### src/rtl/xcfr_pkg.sv
// ----------------------------------------------------------------------------
// xcfr_pkg
// Shared types and constants for the XOR-checked frame receiver.
// ----------------------------------------------------------------------------
`default_nettype none

package xcfr_pkg;

    localparam int BUFFER_DEPTH = 32;
    localparam int ADDR_W       = $clog2(BUFFER_DEPTH);
    localparam int LEN_W        = 6;
    localparam int BYTE_W       = 8;
    localparam int CFG_ADDR_W   = 2;
    localparam int OUT_DATA_W   = 32;

    // configuration register indexes
    localparam logic [CFG_ADDR_W-1:0] REG_NODE_ADDR  = 2'd0;
    localparam logic [CFG_ADDR_W-1:0] REG_START_MARK = 2'd1;
    localparam logic [CFG_ADDR_W-1:0] REG_MAX_LEN    = 2'd2;

    localparam logic [BYTE_W-1:0] NODE_ADDR_RST  = 8'd69;
    localparam logic [BYTE_W-1:0] START_MARK_RST = 8'd94;
    localparam logic [LEN_W-1:0]  MAX_LEN_RST    = 6'd20;

    typedef enum logic [3:0] {
        S_START1,
        S_START2,
        S_DEST,
        S_FLAGS,
        S_HDR,
        S_LEN,
        S_DATA,
        S_SUM,
        S_DRAIN
    } t_state;

    typedef struct packed {
        logic ld_dest;
        logic ld_flags;
        logic ld_len;
        logic ld_data;
        logic drain_ld;
    } t_cmd;

    typedef struct packed {
        logic start_hit;
        logic hdr_ok;
        logic len_ok;
        logic len_zero;
        logic data_done;
        logic sum_ok;
        logic out_free;
        logic drain_last;
    } t_status;

endpackage

`default_nettype wire

### src/rtl/xor_checked_frame_receiver_core.sv
// ----------------------------------------------------------------------------
// xor_checked_frame_receiver_core
// Deframes start/start/dest/flags/hdr-check/length/payload/check frames and
// streams out the payload of good frames addressed to this node.
// ----------------------------------------------------------------------------
// Received bytes are taken one per cycle on the slave stream. After the
// payload check byte of a frame that passes both XOR checks and matches
// node_address, the slave side stalls while the buffered payload drains
// from the output register: one beat per cycle while the master side is
// ready, L beats for an L-byte payload and a single marker beat (tuser low)
// for an empty one. The drain rate is set by the single output register
// read from the 32-entry payload buffer. Dropped or foreign frames never
// stall the input.
// ----------------------------------------------------------------------------
`default_nettype none

module xor_checked_frame_receiver_core
    import xcfr_pkg::*;
(
    input  wire logic                  i_clk,
    input  wire logic                  i_rst_n,
    input  wire logic                  i_cfg_we,
    input  wire logic [CFG_ADDR_W-1:0] i_cfg_addr,
    input  wire logic [BYTE_W-1:0]     i_cfg_wdata,
    input  wire logic                  i_s_tvalid,
    output logic                       o_s_tready,
    input  wire logic [7:0]            i_s_tdata,   // [7:0] rx_byte
    output logic                       o_m_tvalid,
    input  wire logic                  i_m_tready,
    // [7:0] payload_byte, [12:8] byte_index, [18:13] frame_length,
    // [26:19] frame_flags, [31:27] zero
    output logic [OUT_DATA_W-1:0]      o_m_tdata,
    output logic                       o_m_tuser,   // [0] byte_valid
    output logic                       o_m_tlast
);

    t_cmd              w_cmd;
    t_status           w_status;
    logic [BYTE_W-1:0] w_payload_byte;
    logic [ADDR_W-1:0] w_byte_index;
    logic [LEN_W-1:0]  w_frame_length;
    logic [BYTE_W-1:0] w_frame_flags;

    xcfr_ctrl u_ctrl (
        .i_clk      (i_clk),
        .i_rst_n    (i_rst_n),
        .i_in_valid (i_s_tvalid),
        .o_in_ready (o_s_tready),
        .i_status   (w_status),
        .o_cmd      (w_cmd)
    );

    xcfr_dpath u_dpath (
        .i_clk          (i_clk),
        .i_rst_n        (i_rst_n),
        .i_cfg_we       (i_cfg_we),
        .i_cfg_addr     (i_cfg_addr),
        .i_cfg_wdata    (i_cfg_wdata),
        .i_rx_byte      (i_s_tdata),
        .i_cmd          (w_cmd),
        .o_status       (w_status),
        .o_out_valid    (o_m_tvalid),
        .i_out_ready    (i_m_tready),
        .o_payload_byte (w_payload_byte),
        .o_byte_valid   (o_m_tuser),
        .o_byte_index   (w_byte_index),
        .o_frame_length (w_frame_length),
        .o_frame_flags  (w_frame_flags),
        .o_last         (o_m_tlast)
    );

    assign o_m_tdata = {5'b0, w_frame_flags, w_frame_length, w_byte_index, w_payload_byte};

    // drain only happens with the input side held off
    a_drain_stalls_input: assert property (@(posedge i_clk) disable iff (!i_rst_n)
        w_cmd.drain_ld |-> !o_s_tready)
        else $error("drain while input accepted");

    // the final beat of a frame releases the input side
    a_last_releases: assert property (@(posedge i_clk) disable iff (!i_rst_n)
        (w_cmd.drain_ld && w_status.drain_last) |=> o_s_tready)
        else $error("input not released after final beat");

    // at most one datapath action per cycle
    a_single_cmd: assert property (@(posedge i_clk) disable iff (!i_rst_n)
        $onehot0({w_cmd.ld_dest, w_cmd.ld_flags, w_cmd.ld_len, w_cmd.ld_data,
                  w_cmd.drain_ld}))
        else $error("overlapping datapath commands");

endmodule

`default_nettype wire

### src/rtl/xcfr_ctrl.sv
// ----------------------------------------------------------------------------
// xcfr_ctrl
// Frame state machine: walks the frame fields and sequences the drain.
// ----------------------------------------------------------------------------
`default_nettype none

module xcfr_ctrl
    import xcfr_pkg::*;
(
    input  wire logic    i_clk,
    input  wire logic    i_rst_n,
    input  wire logic    i_in_valid,
    output logic         o_in_ready,
    input  wire t_status i_status,
    output t_cmd         o_cmd
);

    t_state r_state;
    t_state n_state;
    logic   w_acc;

    assign o_in_ready = (r_state != S_DRAIN);
    assign w_acc      = i_in_valid && o_in_ready;

    always_ff @(posedge i_clk) begin
        if (!i_rst_n) begin
            r_state <= S_START1;
        end else begin
            r_state <= n_state;
        end
    end

    always_comb begin
        n_state = r_state;
        case (r_state)
            S_START1: if (w_acc && i_status.start_hit) n_state = S_START2;
            S_START2: begin
                // a wrong second byte is not retried as a first start byte
                if (w_acc) n_state = i_status.start_hit ? S_DEST : S_START1;
            end
            S_DEST:   if (w_acc) n_state = S_FLAGS;
            S_FLAGS:  if (w_acc) n_state = S_HDR;
            S_HDR:    if (w_acc) n_state = i_status.hdr_ok ? S_LEN : S_START1;
            S_LEN: begin
                if (w_acc) begin
                    if (!i_status.len_ok)       n_state = S_START1;
                    else if (i_status.len_zero) n_state = S_SUM;
                    else                        n_state = S_DATA;
                end
            end
            S_DATA:   if (w_acc && i_status.data_done) n_state = S_SUM;
            S_SUM:    if (w_acc) n_state = i_status.sum_ok ? S_DRAIN : S_START1;
            S_DRAIN:  if (i_status.out_free && i_status.drain_last) n_state = S_START1;
            default:  n_state = S_START1;
        endcase
    end

    always_comb begin
        o_cmd          = '0;
        case (r_state)
            S_DEST:  o_cmd.ld_dest  = w_acc;
            S_FLAGS: o_cmd.ld_flags = w_acc;
            S_LEN:   o_cmd.ld_len   = w_acc && i_status.len_ok;
            S_DATA:  o_cmd.ld_data  = w_acc;
            S_DRAIN: o_cmd.drain_ld = i_status.out_free;
            default: o_cmd          = '0;
        endcase
    end

endmodule

`default_nettype wire

### src/rtl/xcfr_dpath.sv
// ----------------------------------------------------------------------------
// xcfr_dpath
// Datapath: config registers, header fields, payload buffer, running XOR
// and the output register.
// ----------------------------------------------------------------------------
`default_nettype none

module xcfr_dpath
    import xcfr_pkg::*;
(
    input  wire logic                  i_clk,
    input  wire logic                  i_rst_n,
    input  wire logic                  i_cfg_we,
    input  wire logic [CFG_ADDR_W-1:0] i_cfg_addr,
    input  wire logic [BYTE_W-1:0]     i_cfg_wdata,
    input  wire logic [BYTE_W-1:0]     i_rx_byte,
    input  wire t_cmd                  i_cmd,
    output t_status                    o_status,
    output logic                       o_out_valid,
    input  wire logic                  i_out_ready,
    output logic [BYTE_W-1:0]          o_payload_byte,
    output logic                       o_byte_valid,
    output logic [ADDR_W-1:0]          o_byte_index,
    output logic [LEN_W-1:0]           o_frame_length,
    output logic [BYTE_W-1:0]          o_frame_flags,
    output logic                       o_last
);

    localparam logic [LEN_W-1:0] DEPTH_L = LEN_W'(BUFFER_DEPTH);

    logic [BYTE_W-1:0] r_node_addr;
    logic [BYTE_W-1:0] r_start_mark;
    logic [LEN_W-1:0]  r_max_len;
    logic [BYTE_W-1:0] r_dest;
    logic [BYTE_W-1:0] r_flags;
    logic [LEN_W-1:0]  r_len;
    logic [LEN_W-1:0]  r_pos;
    logic [BYTE_W-1:0] r_xor;
    logic [ADDR_W-1:0] r_drain;
    logic [BYTE_W-1:0] r_store [BUFFER_DEPTH];

    logic              r_out_valid;
    logic [BYTE_W-1:0] r_out_byte;
    logic              r_out_bvalid;
    logic [ADDR_W-1:0] r_out_index;
    logic [LEN_W-1:0]  r_out_len;
    logic [BYTE_W-1:0] r_out_flags;
    logic              r_out_last;

    logic [LEN_W-1:0]  w_cap;
    logic [LEN_W-1:0]  w_pos_inc;
    logic [LEN_W-1:0]  w_drain_inc;
    logic              w_len_zero;

    always_ff @(posedge i_clk) begin
        if (!i_rst_n) begin
            r_node_addr  <= NODE_ADDR_RST;
            r_start_mark <= START_MARK_RST;
            r_max_len    <= MAX_LEN_RST;
        end else if (i_cfg_we) begin
            case (i_cfg_addr)
                REG_NODE_ADDR:  r_node_addr  <= i_cfg_wdata;
                REG_START_MARK: r_start_mark <= i_cfg_wdata;
                REG_MAX_LEN:    r_max_len    <= i_cfg_wdata[LEN_W-1:0];
                default:        ;
            endcase
        end
    end

    assign w_cap       = (r_max_len > DEPTH_L) ? DEPTH_L : r_max_len;
    assign w_pos_inc   = r_pos + LEN_W'(1);
    assign w_drain_inc = {1'b0, r_drain} + LEN_W'(1);
    assign w_len_zero  = (r_len == '0);

    always_ff @(posedge i_clk) begin
        if (!i_rst_n) begin
            r_dest  <= '0;
            r_flags <= '0;
            r_len   <= '0;
            r_pos   <= '0;
            r_xor   <= '0;
            r_drain <= '0;
        end else begin
            if (i_cmd.ld_dest)  r_dest  <= i_rx_byte;
            if (i_cmd.ld_flags) r_flags <= i_rx_byte;
            if (i_cmd.ld_len) begin
                r_len   <= i_rx_byte[LEN_W-1:0];
                r_xor   <= i_rx_byte;
                r_pos   <= '0;
                r_drain <= '0;
            end
            if (i_cmd.ld_data) begin
                r_xor <= r_xor ^ i_rx_byte;
                r_pos <= w_pos_inc;
            end
            if (i_cmd.drain_ld) r_drain <= r_drain + ADDR_W'(1);
        end
    end

    // payload buffer; position never reaches the depth while writing
    always_ff @(posedge i_clk) begin
        if (i_cmd.ld_data) r_store[r_pos[ADDR_W-1:0]] <= i_rx_byte;
    end

    always_ff @(posedge i_clk) begin
        if (!i_rst_n) begin
            r_out_valid <= 1'b0;
        end else if (i_cmd.drain_ld) begin
            r_out_valid <= 1'b1;
        end else if (i_out_ready) begin
            r_out_valid <= 1'b0;
        end
    end

    // empty payload gives one marker beat with zeroed byte and index
    always_ff @(posedge i_clk) begin
        if (i_cmd.drain_ld) begin
            r_out_byte   <= w_len_zero ? '0 : r_store[r_drain];
            r_out_bvalid <= !w_len_zero;
            r_out_index  <= w_len_zero ? '0 : r_drain;
            r_out_len    <= r_len;
            r_out_flags  <= r_flags;
            r_out_last   <= o_status.drain_last;
        end
    end

    always_comb begin
        o_status.start_hit  = (i_rx_byte == r_start_mark);
        o_status.hdr_ok     = ((r_dest ^ r_flags) == i_rx_byte);
        o_status.len_ok     = (i_rx_byte <= {{(BYTE_W-LEN_W){1'b0}}, w_cap});
        o_status.len_zero   = (i_rx_byte == '0);
        o_status.data_done  = (w_pos_inc >= r_len);
        o_status.sum_ok     = (r_dest == r_node_addr) && (r_xor == i_rx_byte);
        o_status.out_free   = !r_out_valid || i_out_ready;
        o_status.drain_last = w_len_zero || (w_drain_inc == r_len);
    end

    assign o_out_valid    = r_out_valid;
    assign o_payload_byte = r_out_byte;
    assign o_byte_valid   = r_out_bvalid;
    assign o_byte_index   = r_out_index;
    assign o_frame_length = r_out_len;
    assign o_frame_flags  = r_out_flags;
    assign o_last         = r_out_last;

endmodule

`default_nettype wire

### config.mk
export PLATFORM = sky130hd
export DESIGN_NAME = xor_checked_frame_receiver_core
export DESIGN_NICKNAME = d
export VERILOG_FILES = /design/src/rtl/xcfr_pkg.sv /design/src/rtl/xor_checked_frame_receiver_core.sv /design/src/rtl/xcfr_ctrl.sv /design/src/rtl/xcfr_dpath.sv
export SDC_FILE = /design/constraint.sdc
export NUM_CORES = 1
export LEC_CHECK = 0
export ABC_CLOCK_PERIOD_IN_PS = 5600
export BUFFER_PORTS_ARGS = -buffer_cell sky130_fd_sc_hd__buf_2
export CAP_MARGIN = 25
export CORE_MARGIN = 5
export CORE_UTILIZATION = 30
export DETAILED_ROUTE_END_ITERATION = 8
export GPL_TIMING_DRIVEN = 0
export MAX_ROUTING_LAYER = met4
export PLACE_DENSITY = 0.51
export SYNTH_ARGS = -nofsm -noshare
export SYNTH_HDL_FRONTEND = slang
export SYNTH_SLANG_ARGS = --single-unit
export TNS_END_PERCENT = 30
### constraint.sdc
create_clock -name i_clk -period 5.6 [get_ports i_clk]
set_input_delay 0.56 -clock i_clk [delete_from_list [all_inputs] [get_ports i_clk]]
set_output_delay 0.56 -clock i_clk [all_outputs]
set_load 0.02 [all_outputs]
Word level (Yosys, flattened, before mapping):

Memory sizes are Yosys's and may differ from the RTL's. A register that Yosys moved wholly into a read port is not among the register bits.
Cells that the tools add are included.
W data, S select, Z words.

* logic and storage cells: 102
* memory bits (writable): 256
* flip-flop bits (word level): 89
* memories kept: 1
* bits in read-only memories: 0
* output and inout port bits: 36
* latch bits: 0
* input port bits: 23

* muxes and demuxes: 31
* $add $sub $neg: 3
* bitwise logic cells: 2
* reduce and logical (&&, ||, !) cells: 21
* equal/unequal tests: 25
* magnitude comparators: 3
* divide/modulo/power cells: 0
* multipliers: 0
* shift operators: 0

Memories
* u_dpath.r_store: depth 32, bits a word 8, rd ports 1, clocked after Yosys merged registers in 1, wr ports 1, line xcfr_dpath.sv:40 `logic [BYTE_W-1:0] r_store [BUFFER_DEPTH];`

Operators by type and width (count)
* $mux W4: 11
* $pmux W4 S9: 1
* $eq A8 B8 Y1: 4
* $mux W6: 3
* $ne A2 B1 Y1 const B: 9
* $eq A4 B3 Y1 const B: 4
* $mux W8: 2
* $xor A8 B8 Y8: 2
* $mux W1: 10
* $mux W5: 2
* $reduce_and A9 Y1: 1
* $eq A4 B2 Y1 const B: 2
* $le A8 B6 Y1: 1
* $logic_not A8 Y1: 1
* $add A5 B1 Y6 const B: 1
* $add A6 B1 Y6 const B: 1
* $eq A6 B6 Y1: 1
* $ge A6 B6 Y1: 1
* $gt A6 B6 Y1 const B: 1
* $logic_and A1 B1 Y1: 6
* $logic_not A6 Y1: 1
* $reduce_and A2 Y1: 3
* $reduce_bool A2 Y1: 3
* $add A5 B1 Y5 const B: 1
* 11 further kinds: 13

Longest topological paths before layout:

Gate-level depths: netlist of the first run.

* depth in word-level cells: 7
* gate-level depth with buffers: 11

By module:

A second synthesis of the first run with hierarchy kept.

* cells, all modules: 953
* area total of the unflattened synthesis: 14800.4 um^2

Modules (own cells, without submodules)
* xcfr_dpath: area each 14446.4 um^2, cells an instance 902, seq. area each 9839.4 um^2, instances 1
* xcfr_ctrl: area each 312.8 um^2, cells an instance 45, seq. area each 80.1 um^2, instances 1
* xor_checked_frame_receiver_core: area each 41.3 um^2, cells an instance 6, seq. area each 0.0 um^2, instances 1

Least setup slack after synthesis of the first run:

No wires, ideal clock.

* kind: input to register
* start point: input i_s_tdata[0]
* end point: register u_dpath.r_xor[2]
* data arrival time: 2277 ps
* setup time: 91 ps
* slack: 3233 ps
* path buffers: 1
* cell stages on the path: 9
* cells stage by stage: buf_2 -> inv_1 -> ha_1 -> nand4_1 -> nor4_1 -> o21a_1 -> a21boi_1 -> or3_1 -> a311oi_1

* longest elaborated chain between the ends: 4

Ends and longest elaborated chain
* from (decl): line xor_checked_frame_receiver_core.sv:27 `input wire logic [7:0] i_s_tdata,`
* $le A8 B6 Y1: line xcfr_dpath.sv:130 `o_status.len_ok = (i_rx_byte <= {{(BYTE_W-LEN_W){1'b0}}, w_cap});`
* $logic_and A1 B1 Y1: line xcfr_ctrl.sv:63 `S_LEN: o_cmd.ld_len = w_acc && i_status.len_ok;`
* $mux W1: line xcfr_ctrl.sv:60 `case (r_state)`
* $reduce_bool A2 Y1 (no source line)
* to (signal assigned): line xcfr_dpath.sv:88 `r_xor <= i_rx_byte;`
* to (signal assigned): line xcfr_dpath.sv:93 `r_xor <= r_xor ^ i_rx_byte;`
* to (decl): line xcfr_dpath.sv:38 `logic [BYTE_W-1:0] r_xor;`

Every way passes these cells.
A chain may end at the register's enable or synchronous reset.

Worst setup path after layout of the first run:

* start point: register u_ctrl.r_state[3]
* end point: memory u_dpath.r_store[9][4] (enable)

* longest elaborated chain between the ends: 5
* elaborated cells between the ends (all ways): 6

Ends and longest elaborated chain
* from (decl): line xcfr_ctrl.sv:18 `t_state r_state;`
* from (signal assigned): line xcfr_ctrl.sv:29 `r_state <= n_state;`
* $ne A4 B4 Y1: line xcfr_ctrl.sv:22 `assign o_in_ready = (r_state != S_DRAIN);`
* $logic_and A1 B1 Y1: line xcfr_ctrl.sv:23 `assign w_acc = i_in_valid && o_in_ready;`
* $mux W1 (*): line xcfr_ctrl.sv:60
* $mux W1 (*): line xcfr_dpath.sv:102 `if (i_cmd.ld_data) r_store[r_pos[ADDR_W-1:0]] <= i_rx_byte;`
* $mux W1 (not written as such) (*): line xcfr_dpath.sv:102
* to (decl): line xcfr_dpath.sv:40

Every way passes the cells marked *; elsewhere a longest branch is shown, timed or not.

==> results of run 1 <==
## registers in the layout, summed over array words and instances, names as in the netlist, 8 cells and up
signal                  cells
u_dpath.r_store           256
u_dpath.r_flags             8
u_dpath.r_node_addr         8
u_dpath.r_start_mark        8
u_dpath.r_dest              8
u_dpath.r_xor               8
u_dpath.o_frame_flags       8
u_dpath.o_payload_byte      8
## power by group
part	switching, mW	internal, mW
registers	0.0217	2.86
logic	0.214	0.119
clock network	1.08	1.49
total	1.32	4.47
## metrics by stage
| step | instances | setup WS, ns | hold WS (ns) | power, mW |
|---|---|---|---|---|
| 4_1_cts | 1740 | 2.29 | 0.215 | 5.84 |
| 5_1_grt | 1741 | 2.03 | 0.240 | 5.98 |
| 6_report | 1741 | 2.29 | 0.245 | 5.78 |
| 3_3_place_gp | 1669 | 2.01 | 0.458 | 3.26 |
| 3_5_place_dp | 1669 | 1.95 | 0.469 | 3.27 |
| 2_1_floorplan | 952 | 3.23 | 0.445 | 3.16 |
## worst paths after layout
check                                                            end  slack (ns)  cells past startpoint
worst max-delay path                 u_dpath.r_store[9][4]$_DFFE_PP_        2.29                      7
worst min-delay path             u_dpath.r_node_addr[6]$_SDFFE_PN1P_        0.25                      3
worst max register to register       u_dpath.r_store[9][4]$_DFFE_PP_        2.29                      7
worst min register to register  u_dpath.r_start_mark[7]$_SDFFE_PN0P_        0.48                      2
## worst max-delay path, cell delays in order (launching register included)
cell                       delay [ns]
sky130_fd_sc_hd__dfxtp_1         0.29
sky130_fd_sc_hd__buf_2           0.16
sky130_fd_sc_hd__nor2_1          0.29
sky130_fd_sc_hd__nand3_1         0.24
sky130_fd_sc_hd__nor2_1          0.25
sky130_fd_sc_hd__clkbuf_1        0.38
sky130_fd_sc_hd__nand2_1         0.43
sky130_fd_sc_hd__nor2_1          0.89
## placed cells by master, fill, tap and decap left out, types with 27 or more instances in the layout
cell type	count
sky130_fd_sc_hd__edfxtp_1	285
sky130_fd_sc_hd__nor2_1	93
sky130_fd_sc_hd__mux4_2	72
sky130_fd_sc_hd__buf_2	72
sky130_fd_sc_hd__dfxtp_1	68
sky130_fd_sc_hd__nand2_1	57
sky130_fd_sc_hd__mux2i_1	52
sky130_fd_sc_hd__clkbuf_16	40
sky130_fd_sc_hd__a21oi_1	38
sky130_fd_sc_hd__xor2_1	33
sky130_fd_sc_hd__clkbuf_1	27
## logic make-up after synthesis
family,count (synthesis)
compound gates,96
other cells,1
simple gates,235
buf+inv,71
flops,353
mux,124
xor+xnor,51
fa+ha+maj,17
## per-layer routing
| layer | part of all wire, % | vias to the layer above | wire length (um) | track usage [%] |
|---|---|---|---|---|
| met3 | 4.8 | 43 | 1720 | 2.20 |
| li1 | - | 3828 | - | - |
| met4 | 1.8 | 0 | 660 | 3.27 |
| met5 | 0 | - | 0 | - |
| met1 | 47 | 4272 | 16900 | 19.3 |
| met2 | 47 | 179 | 17000 | 21.5 |
## final cells by class
cell class / count / area, sq um / share of cell area (%)
Sequential cell: 353 / 9920 / 57.6
Multi-Input combinational cell: 528 / 4570 / 26.5
Clock buffer: 46 / 1040 / 6.05
Tap cell: 664 / 831 / 4.82
Buffer: 57 / 302 / 1.75
Timing Repair Buffer: 53 / 265 / 1.54
Clock inverter: 25 / 248 / 1.44
Inverter: 14 / 52.6 / 0.305
Antenna cell: 1 / 2.50 / 0.0145
==> metrics.log, run 1 <==
INFO  metric outcome = finished, final reports clean
INFO  metric die_width = 232 um
INFO  metric initial_core_util = 30.3%
INFO  metric remaining_antenna_violation_count = 0
INFO  metric min-delay-start = i_cfg_wdata[6]
INFO  metric cellLeakagePower = 5.49 nW
INFO  metric finalCritPeriodShare = 59.1%
INFO  metric grt_use_total = 13.9%
INFO  metric synth_top_cell_area_share = 57.7%
INFO  metric rsz_0062_raised_after_global_routing = false
INFO  metric cellPowerDensity = 335 mW/mm^2
INFO  metric globalRouteOverflowTotal = 0
INFO  metric type_of_the_tightest_min_delay_check = input pin to register
INFO  metric setup.worst_path.start_class = register
INFO  metric detail_route.drc_violations = 0
INFO  metric detailedRoute.firstIterationViolations = 683
INFO  metric ys_seq_elements = 353
INFO  metric clk_pin_slew_worst_paths = 0.06 ns
INFO  metric max_freq = 302 MHz
INFO  metric fin_nets = 1086
INFO  metric synth_ff_type = sky130_fd_sc_hd__edfxtp_1
INFO  metric drv_slew = 0
INFO  metric clk_root_buffer_cell = sky130_fd_sc_hd__clkbuf_16
INFO  metric tightest_slew = 0.990 ns
INFO  metric async_reset_ff_share = 0%
INFO  metric area_fraction_in_compound_gates_after_synthesis = 4.26%
INFO  metric cts-root-to-sink-buffers = 3
INFO  metric syn_avg_cell_area = 15.6 sq um
INFO  metric mappedNetlistArea = 0.0148 sq mm
INFO  metric layout-drive-gt1-share = 21.4%
INFO  metric timing.setup.tns = 0 ns
INFO  metric clock_tree_from_tritoncts = done
INFO  metric vias = 8322
INFO  metric dpl-instance-area = 0.0159 sq mm
INFO  metric cp-startpoint = u_ctrl.r_state[3]$_SDFFE_PN0P_
INFO  metric max_slew_margin = 33.7%
INFO  metric fin_util = 35.2%
INFO  metric final.min_clock_period = 3.31 ns
INFO  metric cp_max_fo = 10
INFO  metric grt_first_pass_wirelength = 54.9 mm
INFO  metric peakVddDrop = 231 uV
INFO  metric report.final.hold_viol_count = 0
INFO  metric initial_antenna_violation_count = 1
INFO  metric cp.required = 5.77 ns
INFO  metric muxShareOfSynthArea = 14.4%
INFO  metric main_combinational_cell_family_by_area_after_synthesis = multiplexers
INFO  metric worst_ep_arrival_time = 3.48 ns
INFO  metric synth_seq_area_share = 66.9%
INFO  metric fp.dieArea = 0.0540 sq mm
INFO  metric synth_area_leader_cell = sky130_fd_sc_hd__edfxtp_1
INFO  metric post_synth_and_or_nand_nor_area_fraction = 7.55%
INFO  metric place_hpwl = 24.0 mm
INFO  metric portBuffers = 53
INFO  metric synth_xor_area_share = 3.01%
INFO  metric setup-violations-final = 0
INFO  metric floorplan.io_pins = 59
INFO  metric synth.area.top_cells = sky130_fd_sc_hd__edfxtp_1 (58%), sky130_fd_sc_hd__mux4_2 (11%), sky130_fd_sc_hd__dfxtp_1 (9.2%)
INFO  metric filler_cell_count = 4682
INFO  metric skew = 0.0304 ns
INFO  metric row_count = 81
INFO  metric cts_resized = 0
INFO  metric insertion_delay = 0.55 ns
INFO  metric synth.distinct_cells = 61
INFO  metric area.growth.synth_to_final = 16.2%
INFO  metric count_of_warnings_emitted_by_yosys = 0
INFO  metric die_height = 232 um
INFO  metric drt-pass1-iter-count = 5
INFO  metric endpoint_type_of_the_worst_setup_path = register
INFO  metric synthAdderAreaFrac = 1.43%
INFO  metric maxCapViolCount = 0
INFO  metric syn_inst = 948
INFO  metric hold_buffers = 0
INFO  metric synth_enable_flop_cells = 285
INFO  metric routedWlPerCell = 20.8 um
INFO  metric place_congestion = 0.779
INFO  metric grt_max_degree = 35
INFO  metric cts_post_setup_buffers_inserted = 0
INFO  metric final_cell_area = 0.0172 sq mm
INFO  metric cts_num_sinks = 353
INFO  metric tritoncts.num_buffers = 39
INFO  metric route.detailed.vias_per_inst = 4.78
INFO  metric drt-total-wl = 36.2 mm
INFO  metric r2r_startpoint = u_ctrl.r_state[3]$_SDFFE_PN0P_
INFO  metric core = 0.0490 sq mm
INFO  metric path_class = register to register
INFO  metric synth_most_common_cell = sky130_fd_sc_hd__edfxtp_1
INFO  metric first_global_vias = 8556
INFO  metric cts.htree.levels = 2
INFO  metric synthTopCellsByCount = sky130_fd_sc_hd__edfxtp_1 (285), sky130_fd_sc_hd__nor2_1 (93), sky130_fd_sc_hd__mux4_2 (72), sky130_fd_sc_hd__dfxtp_1 (68), sky130_fd_sc_hd__nand2_1 (57)
Note: power is estimated with default switching activity, not from simulation.
==> inputs of run 2 (changes only) <==
- ABC_CLOCK_PERIOD_IN_PS: 5600 -> 3000
- PLACE_DENSITY: 0.51 -> 0.52
- clock period: 5.6 -> 3 ns (I/O delays scaled with it)
==> run 2 against run 1 <==
Net effect: clock skew shrank 0.0056 ns; flip-flop and latch count is the same; first-iteration DRC count grew 13%; die area is the same; via count grew 0.18%; count of clock-buffer cells in the layout grew 6; sequential power grew 86%; setup slack lost 2.2 ns; worst hold slack lost 0.23 ns; global-route usage grew 0.12 points; total power grew 88%; largest power group unchanged.
==> metrics.log, run 2 (synthesis gave the netlist of run 1 again) <==
INFO  metric outcome = finished, final reports clean
INFO  metric clock_tree_from_tritoncts = done
INFO  metric min-delay-start = i_cfg_wdata[1]
INFO  metric r2r_startpoint = u_ctrl.r_state[3]$_SDFFE_PN0P_
INFO  metric portBuffers = 53
INFO  metric globalRouteOverflowTotal = 0
INFO  metric cts_post_setup_buffers_inserted = 0
INFO  metric cts-root-to-sink-buffers = 3
INFO  metric remaining_antenna_violation_count = 0
INFO  metric peakVddDrop = 396 uV
INFO  metric multi_input_area = 0.00482 sq mm
INFO  metric first_global_vias = 8439
INFO  metric report.final.hold_viol_count = 0
INFO  metric cts_num_sinks = 353
INFO  metric drt-total-wl = 36.9 mm
INFO  metric detail_route.drc_violations = 0
INFO  metric filler_cell_count = 4623
INFO  metric row_count = 81
INFO  metric cellLeakagePower = 5.54 nW
INFO  metric clk_root_buffer_cell = sky130_fd_sc_hd__clkbuf_16
INFO  metric layout-drive-gt1-share = 24.8%
INFO  metric fin_nets = 1092
INFO  metric endpoint_type_of_the_worst_setup_path = register
INFO  metric top_library_cells_by_usage_in_the_layout_fill_and_taps_aside = sky130_fd_sc_hd__edfxtp_1 (285), sky130_fd_sc_hd__mux4_2 (72), sky130_fd_sc_hd__buf_2 (69), sky130_fd_sc_hd__dfxtp_1 (68), sky130_fd_sc_hd__nor2_1 (61)
INFO  metric vias = 8337
INFO  metric routedWlPerCell = 21.1 um
INFO  metric setup.worst_path.start_class = register
INFO  metric clk_pin_slew_worst_paths = 0.06 ns
INFO  metric setup-violations-final = 0
INFO  metric cp_max_fo = 10
INFO  metric ff2ff_path_depth = 7
INFO  metric initial_core_util = 30.3%
INFO  metric reg2reg_slack = 0.05 ns
INFO  metric drv_slew = 0
INFO  metric place_hpwl = 24.1 mm
INFO  metric insertion_delay = 0.57 ns
INFO  metric path_class = register to register
INFO  metric grt_max_degree = 35
INFO  metric die_width = 232 um
INFO  metric place_congestion = 0.806
INFO  metric largest_register_ffs = 256
INFO  metric maxCapViolCount = 0
INFO  metric grt_first_pass_wirelength = 54.6 mm
INFO  metric reg_area = 0.00992 sq mm
INFO  metric final.min_clock_period = 2.95 ns
INFO  metric route.detailed.vias_per_inst = 4.77
INFO  metric die_height = 232 um
INFO  metric area.growth.synth_to_final = 18.4%
INFO  metric grt_use_total = 14.0%
INFO  metric initial_antenna_violation_count = 0
INFO  metric antennaDiodeCount = 0
INFO  metric hold_depth = 3
INFO  metric cts.htree.levels = 2
INFO  metric core = 0.0490 sq mm
INFO  metric detailedRoute.firstIterationViolations = 769
INFO  metric mostFrequentLayoutCell = sky130_fd_sc_hd__edfxtp_1
INFO  metric drt-pass1-iter-count = 5
INFO  metric worst_ep_arrival_time = 3.17 ns
INFO  metric tightest_slew = 0.938 ns
INFO  metric type_of_the_tightest_min_delay_check = input pin to register
INFO  metric max_slew_margin = 37.2%
INFO  metric cellPowerDensity = 618 mW/mm^2
INFO  metric skew = 0.0248 ns
INFO  metric max_freq = 339 MHz
INFO  metric r2r_end = u_dpath.r_store[19][2]$_DFFE_PP_
INFO  metric fin_util = 35.9%
INFO  metric finalCritPeriodShare = 98.4%
INFO  metric fp.dieArea = 0.0540 sq mm
INFO  metric tritoncts.num_buffers = 39
INFO  metric floorplan.io_pins = 59
INFO  metric rsz_0062_raised_after_global_routing = true
INFO  metric hold_end = u_dpath.r_start_mark[1]$_SDFFE_PN1P_
INFO  metric hold-worst-slack = 0.0205 ns
INFO  metric cp.required = 3.22 ns
run 2: cell count changes in the layout (fill, tap and decap cells not counted), sizes merged, moves of 2 or more:
cell         previous run  this run
clkbuf                 69        78
dlygate4sd3             0         6
clkinv                 18        14
buf                    87        84
inv                    16        14
run 2: metrics by stage:
step	total power [mW]	TNS, ns	setup slack (ns)	cell area [sq um]	std cells
floorplan	5.89	0	0.728	14800	952
global placement	6.09	-69.52	-0.329	15900	1669
detailed placement	6.10	-64.48	-0.376	15900	1669
CTS	11.0	-37.17	-0.199	17400	1746
global route	11.2	-36.71	-0.183	17600	1746
finish	10.8	0	0.0474	17600	1746
run 2: worst max path at each step:
stage                              startpoint                               end  slack, ns
2_1_floorplan   u_dpath.r_pos[3]$_SDFFE_PN0P_    u_ctrl.r_state[1]$_SDFFE_PN0P_       0.73
3_3_place_gp   u_ctrl.r_state[3]$_SDFFE_PN0P_  u_dpath.r_store[25][2]$_DFFE_PP_      -0.33
3_5_place_dp                     i_s_tdata[0]     u_dpath.r_xor[1]$_SDFFE_PN0P_      -0.38
4_1_cts        u_ctrl.r_state[3]$_SDFFE_PN0P_  u_dpath.r_store[19][1]$_DFFE_PP_      -0.20
5_1_grt        u_ctrl.r_state[3]$_SDFFE_PN0P_  u_dpath.r_store[31][1]$_DFFE_PP_      -0.18
6_report       u_ctrl.r_state[3]$_SDFFE_PN0P_  u_dpath.r_store[19][2]$_DFFE_PP_       0.05
run 2: where the power goes:
part           switching (mW)  internal [mW]  leakage (nW)  total (mW)
Clock                    1.98           2.86         0.632        4.84
Combinational           0.402          0.228          1.84       0.630
Sequential             0.0392           5.33          3.07        5.37
run 2: metal layers:
layer | routed length, um | track usage (%)
met4 | 745 | 3.99
met3 | 1950 | 2.73
met1 | 16700 | 19.1
met2 | 17500 | 21.5
met5 | 0 | -
run 2: what timing repair did:
item / CTS / global route
endpoints found under the setup margin: 256 / 268
gates resized for setup: 34 / 45
pin swaps: 0 / 0
hold endpoints to repair: 10 / 0
hold buffers: 6 / 0
run 2: final cells by class:
class | instances | share of cell area [%]
Clock inverter | 19 | 1.33
Multi-Input combinational cell | 528 | 27.5
Timing Repair Buffer | 59 | 1.87
Buffer | 57 | 1.77
Tap cell | 664 | 4.73
Inverter | 14 | 0.299
Clock buffer | 52 | 6.06
Sequential cell | 353 | 56.5
run 2: worst max-delay path, cell delays in order (launching register included):
cell and delay, ns:
sky130_fd_sc_hd__dfxtp_1 0.29, sky130_fd_sc_hd__buf_2 0.16, sky130_fd_sc_hd__nor2_1 0.28, sky130_fd_sc_hd__nand3_1 0.26
sky130_fd_sc_hd__nor2_1 0.24, sky130_fd_sc_hd__clkbuf_1 0.45, sky130_fd_sc_hd__nand2_2 0.49, sky130_fd_sc_hd__nor2_4 0.41
==> inputs of run 3 (changes only) <==
- CORE_UTILIZATION: 30 -> 56
- PLACE_DENSITY: 0.52 -> 0.82
==> run 3 against run 2 <==
Net effect: clock skew fell by 0.0054 ns; clock power fell by 13%; critical path type unchanged; largest power group unchanged; non-clock buffer count fell by 5; sequential power barely moved; total power fell by 5.8%.
==> metrics.log, run 3 (synthesis gave the netlist of run 1 again) <==
INFO  metric place_hpwl = 21.6 mm
INFO  metric floorplan.io_pins = 59
INFO  metric tritoncts.num_buffers = 34
INFO  metric net-switching-power = 2.24 mW
INFO  metric drt-pass1-iter-count = 7
INFO  metric initial_antenna_violation_count = 0
INFO  metric globalRouteOverflowTotal = 0
INFO  metric routedWlPerCell = 24.3 um
INFO  metric fin_nets = 1082
INFO  metric finalCritPeriodShare = 94.4%
INFO  metric row_count = 59
INFO  metric rsz_0062_raised_after_global_routing = false
INFO  metric top_library_cells_by_usage_in_the_layout_fill_and_taps_aside = sky130_fd_sc_hd__edfxtp_1 (285), sky130_fd_sc_hd__mux4_2 (72), sky130_fd_sc_hd__buf_2 (71), sky130_fd_sc_hd__dfxtp_1 (68), sky130_fd_sc_hd__nor2_1 (61)
INFO  metric remaining_antenna_violation_count = 0
INFO  metric cp_top_delay_family = multiplexers
INFO  metric type_of_the_tightest_min_delay_check = input pin to register
INFO  metric report.final.hold_viol_count = 0
INFO  metric grt_first_pass_wirelength = 52.5 mm
INFO  metric core = 0.0261 sq mm
INFO  metric largest_register_ffs = 256
INFO  metric initial_core_util = 56.9%
INFO  metric top_layer_used = met4
INFO  metric peakVddDrop = 535 uV
INFO  metric tightest_slew = 0.923 ns
INFO  metric met3_wirelength = 3.31 mm
INFO  metric setup.worst_path.start_class = register
INFO  metric skew = 0.0195 ns
INFO  metric final_cell_area = 0.0169 sq mm
INFO  metric clk_pin_slew_worst_paths = 0.06 ns
INFO  metric mostFrequentLayoutCell = sky130_fd_sc_hd__edfxtp_1
INFO  metric grt_use_total = 23.2%
INFO  metric detail_route.drc_violations = 0
INFO  metric cp.required = 3.26 ns
INFO  metric timing.critical_path.cells = buf_2 > clkbuf_1 > mux4_2 > mux4_2 > mux2i_1 > nor2_1
INFO  metric layout-drive-gt1-share = 24.0%
INFO  metric fp.dieArea = 0.0298 sq mm
INFO  metric clock_power_share = 41.3%
INFO  metric clk_root_buffer_cell = sky130_fd_sc_hd__clkbuf_16
INFO  metric grt_max_degree = 35
INFO  metric first_global_vias = 8723
INFO  metric clock_tree_from_tritoncts = done
INFO  metric cts-root-to-sink-buffers = 3
INFO  metric die_height = 173 um
INFO  metric swShare = 22.0%
INFO  metric worst_ep_arrival_time = 3.09 ns
INFO  metric cts_num_sinks = 353
INFO  metric cellLeakagePower = 5.42 nW
INFO  metric maxCapViolCount = 0
INFO  metric drt-total-wl = 34.1 mm
INFO  metric insertion_delay = 0.53 ns
INFO  metric endpoint_type_of_the_worst_setup_path = register
INFO  metric vias = 8833
INFO  metric worst-path-buf-inv = 2
INFO  metric place_congestion = 0.858
INFO  metric dpl-instance-area = 0.0156 sq mm
INFO  metric cts.htree.levels = 2
INFO  metric drv_slew = 0
INFO  metric antennaDiodeCount = 0
INFO  metric critical_path.slowest_cell = sky130_fd_sc_hd__clkbuf_1
INFO  metric power.sequential.fraction = 52.6%
INFO  metric timing.setup.tns = 0 ns
INFO  metric setup-violations-final = 0
INFO  metric cellPowerDensity = 606 mW/mm^2
INFO  metric detailedRoute.firstIterationViolations = 1194
INFO  metric final.min_clock_period = 2.83 ns
INFO  metric max_freq = 353 MHz
INFO  metric p_int = 7.97 mW
INFO  metric path_common_cell = sky130_fd_sc_hd__mux4_2
INFO  metric portBuffers = 53
INFO  metric wl_met2 = 16.4 mm
INFO  metric portion_of_total_power_attributed_to_combinational_logic = 6.1%
INFO  metric crit_path_max_incr_delay = 0.63 ns
INFO  metric die_width = 173 um
INFO  metric outcome = finished, final reports clean
INFO  metric max_slew_margin = 38.3%
INFO  metric area.growth.synth_to_final = 13.7%
INFO  metric path_class = register to register
INFO  metric route.detailed.vias_per_inst = 6.30
INFO  metric wl_met1 = 13.6 mm
INFO  metric cp_max_fo = 10
==> run 3: cell types whose count changed in the layout (fill, tap and decap cells not counted), moves of 3 or more <==
cell                            before  now
sky130_fd_sc_hd__clkbuf_16          39   35
sky130_fd_sc_hd__clkbuf_2            4    1
sky130_fd_sc_hd__clkinv_1            6    9
sky130_fd_sc_hd__nor2_2              0    7
sky130_fd_sc_hd__dlygate4sd3_1       6    0
sky130_fd_sc_hd__clkbuf_8            4    0
sky130_fd_sc_hd__nor2_4             32   25
==> run 3: cell type report <==
cell class / instances / area (sq um)
sequential: 353 / 9920
fill: 1708 / 9190
multi-input combinational: 528 / 4790
clock buffer: 41 / 898
tap: 335 / 419
buffer: 57 / 303
timing repair buffer: 54 / 295
clock inverter: 21 / 191
inverter: 14 / 52.6
==> run 3: through the flow <==
step           util [%]  power (mW)  instances  setup WS [ns]  hold slack (ns)
3_3_place_gp       59.6        6.06       1340         -0.115            0.457
6_report           64.7        10.2       1403          0.167           0.0180
2_1_floorplan         -        5.89        952          0.728            0.399
4_1_cts            63.9        10.2       1403        -0.0757          0.00687
3_5_place_dp       59.7        6.08       1341         -0.357            0.467
5_1_grt            64.7        10.5       1403         0.0230           0.0287
==> run 3: worst paths after layout <==
path | startpoint | to | slack, ns | depth (start not counted)
setup / recovery | u_dpath.r_drain[1]$_SDFFE_PN0P_ | u_dpath.o_payload_byte[0]$_SDFFCE_PN0P_ | 0.17 | 6
hold / removal | i_cfg_wdata[6] | u_dpath.r_start_mark[6]$_SDFFE_PN1P_ | 0.02 | 3
setup reg to reg | u_dpath.r_drain[1]$_SDFFE_PN0P_ | u_dpath.o_payload_byte[0]$_SDFFCE_PN0P_ | 0.17 | 6
hold reg to reg | u_dpath.r_start_mark[7]$_SDFFE_PN0P_ | u_dpath.r_start_mark[7]$_SDFFE_PN0P_ | 0.48 | 2
==> run 3: tightest hold or removal path: cells and delay by family <==
family,cells,cell delay [ns]
buffers and inverters,1,0.09
and+or+nand+nor,2,0.10
==> run 3: repair_timing <==
item,4_1_cts,5_1_grt
endpoints found under the setup margin,173,259
gates resized for setup,4,60
buffers inserted,0,0
hold buffers,0,0
pin swaps,0,0
cloned,0,0
==> run 3: power by group through the flow <==
| stage | sequential [mW] | clock, mW | combinational (mW) |
|---|---|---|---|
| final | 5.38 | 4.21 | 0.626 |
| after global routing | 5.38 | 4.44 | 0.684 |
| after CTS | 5.37 | 4.23 | 0.610 |
| after detailed placement | 5.48 | 0 | 0.599 |
| after global placement | 5.48 | 0 | 0.581 |
| after floorplan | 5.47 | 0 | 0.425 |
==> run 3: layer usage <==
metal / up-vias / global-route usage, %
li1: 3827 / -
met1: 4432 / 32.2
met2: 501 / 36.0
met3: 73 / 4.96
met4: 0 / 5.24
met5: - / -
